$ cat src/design/spq_pkg.sv
// Shared constants and types of the sorted priority queue.
package spq_pkg;

  localparam int unsigned Depth     = 16;
  localparam int unsigned DataBits  = 32;
  localparam int unsigned PrioBits  = 8;
  localparam int unsigned CountBits = $clog2(Depth + 1);

  localparam logic [1:0] StOk    = 2'd0;
  localparam logic [1:0] StFull  = 2'd1;
  localparam logic [1:0] StEmpty = 2'd2;

  localparam logic CmdEnqueue = 1'b0;
  localparam logic CmdDequeue = 1'b1;

  typedef struct packed {
    logic [PrioBits-1:0] prio;
    logic [DataBits-1:0] data;
  } entry_t;

  // Operation broadcast to every cell at once.
  typedef struct packed {
    logic   enq;
    logic   deq;
    entry_t item;
  } cell_ctrl_t;

endpackage

$ cat src/design/spq_if.sv
// Handshake channels of the sorted priority queue: command in, result out.
interface spq_in_if;
  logic                          valid;
  logic                          ready;
  logic                          command;
  logic [spq_pkg::DataBits-1:0]  item_data;
  logic [spq_pkg::PrioBits-1:0]  item_priority;

  modport source (output valid, command, item_data, item_priority, input ready);
  modport sink   (input valid, command, item_data, item_priority, output ready);
endinterface

interface spq_out_if;
  logic                          valid;
  logic                          ready;
  logic [1:0]                    status;
  logic [spq_pkg::DataBits-1:0]  out_data;
  logic [spq_pkg::PrioBits-1:0]  out_priority;
  logic [spq_pkg::CountBits-1:0] occupancy;

  modport source (output valid, status, out_data, out_priority, occupancy, input ready);
  modport sink   (input valid, status, out_data, out_priority, occupancy, output ready);
endinterface

$ cat src/design/spq_cell.sv
// One slot of the sorted queue: holds an entry and trades it with its neighbors.
module spq_cell (
  input  logic                clk_i,
  input  spq_pkg::cell_ctrl_t ctrl_i,
  input  logic                occupied_i,
  input  logic                left_keep_i,
  input  spq_pkg::entry_t     left_i,
  input  spq_pkg::entry_t     right_i,
  output logic                keep_o,
  output spq_pkg::entry_t     entry_o
);

  spq_pkg::entry_t entry_q, entry_d;

  // Stay in place on enqueue when this entry ranks at or above the new one.
  assign keep_o  = occupied_i && (entry_q.prio >= ctrl_i.item.prio);
  assign entry_o = entry_q;

  always_comb begin
    entry_d = entry_q;
    if (ctrl_i.deq) begin
      // advance toward the head
      entry_d = right_i;
    end else if (ctrl_i.enq && !keep_o) begin
      // first cell that does not keep takes the new item, the rest shift back
      entry_d = left_keep_i ? ctrl_i.item : left_i;
    end
  end

  always_ff @(posedge clk_i) begin
    entry_q <= entry_d;
  end

endmodule

$ cat src/design/sorted_priority_queue.sv
// Sorted priority queue: top level with the cell chain and the result register.
//
// in_i carries commands: enqueue (data and priority) or dequeue. out_o carries
// one result per command: status, the removed head entry on a dequeue, and the
// occupancy after the command. Both channels transfer on valid && ready.
// Entries live in a row of Depth cells kept sorted, highest priority at the
// head; a new entry lands behind all entries of equal or higher priority.
// Every cell compares and shifts at once, so a command completes in the cycle
// it is accepted and its result is shown from the next cycle on.
// Throughput: one command per cycle while out_o drains, bounded by the single
// result register in front of out_o.
// If the receiver stalls, the result holds and in_i.ready drops until it is
// taken. An enqueue on a full queue reports full, a dequeue on an empty queue
// reports empty; neither changes the contents.
// Reset empties the queue and clears any pending result; entry storage is not
// cleared, since only slots below the count are ever read.
module sorted_priority_queue (
  input  logic      clk_i,
  input  logic      rst_ni,
  spq_in_if.sink    in_i,
  spq_out_if.source out_o
);

  localparam int unsigned Depth = spq_pkg::Depth;
  localparam int unsigned CntW  = spq_pkg::CountBits;

  logic [CntW-1:0]     count_q, count_d;
  logic                out_valid_q;
  logic [1:0]          status_q, status_d;
  logic [spq_pkg::DataBits-1:0] data_q, data_d;
  logic [spq_pkg::PrioBits-1:0] prio_q, prio_d;

  logic                transfer_in;
  logic                is_full, is_empty;
  spq_pkg::cell_ctrl_t ctrl;

  logic            [Depth-1:0] occupied;
  logic            [Depth-1:0] keep;
  spq_pkg::entry_t [Depth-1:0] entry;

  assign in_i.ready  = !out_valid_q || out_o.ready;
  assign transfer_in = in_i.valid && in_i.ready;
  assign is_full     = (count_q == CntW'(Depth));
  assign is_empty    = (count_q == '0);

  assign ctrl.enq       = transfer_in && (in_i.command == spq_pkg::CmdEnqueue) && !is_full;
  assign ctrl.deq       = transfer_in && (in_i.command == spq_pkg::CmdDequeue) && !is_empty;
  assign ctrl.item.prio = in_i.item_priority;
  assign ctrl.item.data = in_i.item_data;

  for (genvar k = 0; k < Depth; k++) begin : g_cell
    spq_pkg::entry_t left, right;
    logic            left_keep;

    assign occupied[k] = (count_q > CntW'(k));

    if (k == 0) begin : g_head
      assign left_keep = 1'b1;
      assign left      = '0;
    end else begin : g_body
      assign left_keep = keep[k-1];
      assign left      = entry[k-1];
    end

    if (k == Depth - 1) begin : g_tail
      assign right = '0;
    end else begin : g_inner
      assign right = entry[k+1];
    end

    spq_cell u_cell (
      .clk_i       (clk_i),
      .ctrl_i      (ctrl),
      .occupied_i  (occupied[k]),
      .left_keep_i (left_keep),
      .left_i      (left),
      .right_i     (right),
      .keep_o      (keep[k]),
      .entry_o     (entry[k])
    );
  end

  always_comb begin
    count_d  = count_q;
    status_d = spq_pkg::StOk;
    data_d   = '0;
    prio_d   = '0;
    if (in_i.command == spq_pkg::CmdEnqueue) begin
      if (is_full) begin
        status_d = spq_pkg::StFull;
      end else begin
        count_d = count_q + CntW'(1);
      end
    end else begin
      if (is_empty) begin
        status_d = spq_pkg::StEmpty;
      end else begin
        count_d = count_q - CntW'(1);
        data_d  = entry[0].data;
        prio_d  = entry[0].prio;
      end
    end
  end

  always_ff @(posedge clk_i or negedge rst_ni) begin
    if (!rst_ni) begin
      count_q     <= '0;
      out_valid_q <= 1'b0;
    end else begin
      if (transfer_in) begin
        count_q     <= count_d;
        out_valid_q <= 1'b1;
      end else if (out_o.ready) begin
        out_valid_q <= 1'b0;
      end
    end
  end

  always_ff @(posedge clk_i) begin
    if (transfer_in) begin
      status_q <= status_d;
      data_q   <= data_d;
      prio_q   <= prio_d;
    end
  end

  assign out_o.valid        = out_valid_q;
  assign out_o.status       = status_q;
  assign out_o.out_data     = data_q;
  assign out_o.out_priority = prio_q;
  assign out_o.occupancy    = count_q;

  a_count_bound : assert property (@(posedge clk_i) disable iff (!rst_ni)
    count_q <= CntW'(Depth))
    else $error("entry count exceeds depth");

  a_head_sorted : assert property (@(posedge clk_i) disable iff (!rst_ni)
    occupied[1] |-> (entry[0].prio >= entry[1].prio))
    else $error("head entry ranks below its successor");

  a_full_status : assert property (@(posedge clk_i) disable iff (!rst_ni)
    (out_valid_q && (status_q == spq_pkg::StFull)) |-> (count_q == CntW'(Depth)))
    else $error("full status reported on a queue that is not full");

  a_deq_count : assert property (@(posedge clk_i) disable iff (!rst_ni)
    ctrl.deq |=> (count_q == $past(count_q) - CntW'(1)))
    else $error("dequeue did not lower the count by one");

endmodule

$ cat src/flat_wrapper.sv
// flat-port wrapper written by rule: the top's interface ports become plain ports
module sorted_priority_queue_flat 
  (clk_i, rst_ni, in_i_valid, in_i_command, in_i_item_data, in_i_item_priority, in_i_ready, out_o_valid, out_o_status, out_o_out_data, out_o_out_priority, out_o_occupancy, out_o_ready);
  spq_in_if in_i_i ();
  spq_out_if out_o_i ();
  input  logic clk_i;
  input  logic rst_ni;
  input wire logic [$bits(in_i_i.valid)-1:0] in_i_valid;
  input wire logic [$bits(in_i_i.command)-1:0] in_i_command;
  input wire logic [$bits(in_i_i.item_data)-1:0] in_i_item_data;
  input wire logic [$bits(in_i_i.item_priority)-1:0] in_i_item_priority;
  output wire logic [$bits(in_i_i.ready)-1:0] in_i_ready;
  output wire logic [$bits(out_o_i.valid)-1:0] out_o_valid;
  output wire logic [$bits(out_o_i.status)-1:0] out_o_status;
  output wire logic [$bits(out_o_i.out_data)-1:0] out_o_out_data;
  output wire logic [$bits(out_o_i.out_priority)-1:0] out_o_out_priority;
  output wire logic [$bits(out_o_i.occupancy)-1:0] out_o_occupancy;
  input wire logic [$bits(out_o_i.ready)-1:0] out_o_ready;
  assign in_i_i.valid = in_i_valid;
  assign in_i_i.command = in_i_command;
  assign in_i_i.item_data = in_i_item_data;
  assign in_i_i.item_priority = in_i_item_priority;
  assign in_i_ready = in_i_i.ready;
  assign out_o_valid = out_o_i.valid;
  assign out_o_status = out_o_i.status;
  assign out_o_out_data = out_o_i.out_data;
  assign out_o_out_priority = out_o_i.out_priority;
  assign out_o_occupancy = out_o_i.occupancy;
  assign out_o_i.ready = out_o_ready;
  sorted_priority_queue u_core (.clk_i(clk_i), .rst_ni(rst_ni), .in_i(in_i_i), .out_o(out_o_i));
endmodule
$ cat config.mk
export PLATFORM = sky130hd
export DESIGN_NAME = sorted_priority_queue_flat
export DESIGN_NICKNAME = d
export VERILOG_FILES = /design/src/design/spq_pkg.sv /design/src/design/spq_if.sv /design/src/design/spq_cell.sv /design/src/design/sorted_priority_queue.sv /design/src/flat_wrapper.sv
export SDC_FILE = /design/constraint.sdc
export NUM_CORES = 1
export LEC_CHECK = 0
export ABC_AREA = 0
export BUFFER_PORTS_ARGS = -buffer_cell sky130_fd_sc_hd__buf_2
export CORE_ASPECT_RATIO = 1.4
export CORE_MARGIN = 2
export CORE_UTILIZATION = 30
export DETAILED_ROUTE_END_ITERATION = 8
export PLACE_DENSITY = 0.53
export SYNTH_ARGS = -nofsm -noshare
export SYNTH_HDL_FRONTEND = slang
export SYNTH_SLANG_ARGS = --single-unit
export TNS_END_PERCENT = 50
$ cat constraint.sdc
create_clock -name clk_i -period 6.4 [get_ports clk_i]
set_input_delay 0.32 -clock clk_i [delete_from_list [all_inputs] [get_ports clk_i]]
set_output_delay 0.32 -clock clk_i [all_outputs]
set_load 0.005 [all_outputs]
==> results_dict.tcl <==
set metrics [dict create \
    syn_avg_cell_area_um2 10.50 \
    grt_pass1_wl_um 171300 \
    worst_ep_required_ps 6750 \
    finClkSkew_ps 34.52 \
    dominant_combinational_cell_family_by_area_after_synthesis "simple AND/OR/NAND/NOR gates" \
    worstPathBufferInverterCount 5 \
    regArea_mm2 0.02023 \
    worst_r2r_startpoint "u_core.out_o.occupancy[0]$_DFFE_PN0P_" \
    syn-instance-count 3425 \
    critical_path.max_fanout 22 \
    finish.utilization_pct 33.63 \
    clockBufferDepth 3 \
    maxCapViolCount 0 \
    critical_path_arrival_ps 4280 \
    rows 150 \
    clock-root-buffer "clkbuf_16" \
    global_placement_routability_congestion 0.8595 \
    power.density_cell_area_mw_per_mm2 404.8 \
    finalHoldViolCount 0 \
    setup.reg_to_reg.worst_slack_ps 2580 \
    detailed_routing_iteration_count_for_the_pre_antenna_repair_pass 6 \
    cellInternalPower_w 0.01053 \
    critical_path.reg2reg.endpoint "u_core.g_cell[6].u_cell.entry_o[7]$_DFFE_PP_" \
    number_of_routed_nets_with_antenna_violations 0 \
    antenna_cells 0 \
    synth_fa_ha_area_share_pct 4.626 \
    synth_compound_area_share_pct 15.02 \
    power.share.sequential_pct 44.8 \
    reg2reg_depth 7 \
    n_fill_cell 12160 \
    power.share.combinational_pct 28.5 \
    synth_area_mm2 0.03597 \
    status "complete, no violations" \
    critPathKind "primary input to register" \
    drt-wirelength-per-cell_um 22.61 \
    ys.warnings.count 0 \
    grt_usage_pct 18.12 \
    synth_cell_type_count 58 \
    period_minus_slack_ps 3924 \
    hold_path_class "primary input to register" \
    cp-start-kind "primary input" \
    clkLatencyLatePin_ps 650 \
    start_util_pct 30.18 \
    synth_flop_cell "edfxtp_1" \
    grt_residual_overflow 0 \
    cp_slowest_stage_delay_ps 580 \
    synth_async_sr_flop_share_pct 0.8721 \
    area_growth_pct 11.41 \
    cts_htree_levels 3 \
    synth_fp_nets 3603 \
    initial_antenna_violation_count 1 \
    critical_path.startpoint "in_i_item_priority[1]" \
    detail_route.iter0.violations 2210 \
    synth-seq-cells 688 \
    post-dp-hpwl_um 75040 \
    grt_max_degree 199 \
    synth_simple_gate_area_share_pct 16.68 \
    report.final.setup_viol 0 \
    timing.critical_path.slowest_stage_cell "dlygate4sd3_1" \
    timing_worst_slew_pin_value_ps 1201 \
    critical-path-top-cell-by-count "buf_4" \
    slew_headroom_pct 19.92 \
    fp.dieH_um 413.7 \
    proportion_of_layout_cells_with_a_drive_suffix_above_1_pct 8.397 \
    maxClockFrequency_ghz 0.2548 \
    worst_hold_path.num_cells 3 \
    core_area_mm2 0.1192 \
    setup_repair_after_global_routing_missed_its_margin "no" \
    critical_path.cell_chain "dlygate4sd3_1 > buf_2 > inv_1 > ha_1 > a211o_1 > a31oi_1 > nor4_1 > a2bb2oi_4 > buf_4 > buf_4 > mux2i_1 > o21ai_1" \
    power.ir.vdd_worst_mv 0.1797 \
    power_frac_clock_pct 26.7 \
    maxSlewViolCount 0 \
    tritoncts_clock_tree "built" \
    synth-edff-count 642 \
    tritoncts.num_buffers 75 \
    total_leakage_power_nw 13.84 \
    cts.repair.resized 0 \
    p_switching_w 0.005698 \
    timing.hold.worst.start "in_i_item_data[30]" \
    io_buffers 93 \
    totalNegativeSetupSlack_ps 0 \
    dominant_delay_contributor_by_cell_family_on_the_critical_path "buffers and inverters" \
    timing.critical_path.to_type "register" \
    number_of_global_route_vias_before_repair 28430 \
    io-pin-count 94 \
    worst_hold_endpoint "u_core.g_cell[15].u_cell.entry_o[30]$_SDFFE_PP0P_" \
    finish.net_count 3535 \
    synth.mux.area_fraction_pct 2.254 \
    final.period_utilization_pct 61.31 \
    clock-sinks 688 \
    floorplan.die_area_mm2 0.1227 \
    detail_route.drc_violations 0 \
    detail_route.vias_per_cell 5.459 \
    dieWidth_um 296.7 \
    detailroute.via_count 27370 \
    totalWireLength_um 113400 \
    cts.reportedPaths.clkPinSlew_ps 60 \
    seq_area_frac_synth_pct 56.23 \
    post_synth_xor_area_fraction_pct 0.1217 \
    multi_input_comb_area_mm2 0.01407 \
    swShare_pct 35.12 \
]
==> worst min-delay path, delay by kind of cell <==
family                 cells  cell delay (ps)
AO/OA/AOI/OAI              1               70
buffers and inverters      1              140
AND/OR/NAND/NOR            1               60
==> repair_timing <==
action | 4_1_cts | 5_1_grt
hold buffers | 29 | 0
endpoints found under the hold margin | 33 | 0
setup buffers | 0 | 0
==> cell usage in the layout (no fill, tap or decap), drive strengths merged, types with 2 or more instances in the layout <==
cell type	count
edfxtp	642
o21a	8
and3	43
nand3	491
inv	41
a2111oi	7
clkinv	26
and2	4
nor2b	7
dfrtp	6
mux2i	81
a21oi	37
clkinvlp	2
bufinv	3
nand4	5
a211o	4
o211ai	474
nand2	774
o21ai	161
buf	148
or2	2
dfxtp	40
xor2	4
clkbuf	107
ha	133
dlygate4sd3	29
a31oi	47
a21o	13
a22oi	2
nor3	3
nand3b	4
o221ai	11
a211oi	12
nand2b	18
nor2	15
==> synth_stat cells, types with 4 or more instances <==
library cell	number	share of area (%)
ha_1	133	4.6
dfxtp_1	40	2.2
a211o_1	4	0.097
nand3b_1	4	0.083
dfrtp_1	6	0.42
buf_6	43	1.3
o21a_1	8	0.17
a2111oi_0	6	0.15
o21ai_1	84	1.2
o21ai_0	77	1.1
clkbuf_1	177	1.8
mux2i_1	81	2.3
a211oi_1	12	0.25
edfxtp_1	642	54
a21o_1	13	0.27
nor2b_1	7	0.12
buf_2	94	1.3
o211ai_1	474	9.9
nand4_1	5	0.087
nand2_1	773	8.1
a21oi_1	37	0.51
and3_1	43	0.75
o221ai_1	11	0.27
xor2_1	4	0.097
nand2b_1	18	0.31
a31oi_1	47	0.82
nor2_1	15	0.16
buf_4	5	0.10
nand3_1	490	6.8
inv_1	40	0.42
==> through the flow <==
step	hold WS [ps]	std cells	cell area (um^2)	power [W]	setup WS, ps
6_report	25.35	5014	40080	0.01622	2476
4_1_cts	1.023	5014	40080	0.01634	2501
3_3_place_gp	156.8	4847	37430	0.01186	2498
3_5_place_dp	155.6	4847	37430	0.01198	2456
5_1_grt	30.80	5014	40080	0.01709	2276
2_1_floorplan	24.41	3425	35970	0.01043	1274
==> worst max path at each step <==
stage / to / slack [ps] / cells past startpoint
global placement: u_core.g_cell[10].u_cell.entry_o[1]$_DFFE_PP_ / 2500 / 11
finish: u_core.g_cell[10].u_cell.entry_o[19]$_DFFE_PP_ / 2480 / 12
floorplan: u_core.g_cell[9].u_cell.entry_o[0]$_DFFE_PP_ / 1270 / 8
detailed placement: u_core.g_cell[10].u_cell.entry_o[22]$_DFFE_PP_ / 2460 / 11
CTS: u_core.g_cell[10].u_cell.entry_o[25]$_DFFE_PP_ / 2500 / 12
global route: u_core.g_cell[10].u_cell.entry_o[27]$_DFFE_PP_ / 2280 / 12
==> metal layers <==
metal  track usage [%]  wire length [um]  vias to the layer above
met5                 0                11                        -
met4             7.341              4180                        2
met3             1.701              3221                      207
met2             34.30             61220                      556
met1             20.62             44730                    13870
li1                  -                 -                    12730
==> cells by family after synthesis <==
family	Yosys count
adder cells (fa/ha/maj)	133
AND/OR/NAND/NOR	1369
buffers and inverters	363
AO/OA/AOI/OAI	786
XOR/XNOR	5
flip-flops	688
multiplexers	81
==> state kept, by name, summed over array words and instances, names as in the netlist <==
signal and flops:
u_core.g_cell.u_cell.entry_o 640, u_core.out_o.out_data 32, u_core.out_o.out_priority 8, u_core.out_o.occupancy 5
u_core.out_o.status 2, u_core.out_o.valid 1
==> final cells by class <==
type                       instances  area share [%]
timing repair buffer             177           3.166
clock buffer                     107           5.217
multi-input combinational       2374           35.12
tap                             1596           4.983
clock inverter                    31          0.6587
inverter                          41          0.3840
sequential                       688           50.47
==> power by group through the flow <==
stage / Sequential (W) / Combinational (W) / Clock [W]
after floorplan: 0.00695 / 0.00348 / 0
after global placement: 0.00736 / 0.00450 / 0
after detailed placement: 0.00735 / 0.00463 / 0
after CTS: 0.00727 / 0.00465 / 0.00442
after global routing: 0.00736 / 0.00516 / 0.00457
final: 0.00727 / 0.00463 / 0.00433
Note: power is estimated with default switching activity, not from simulation.
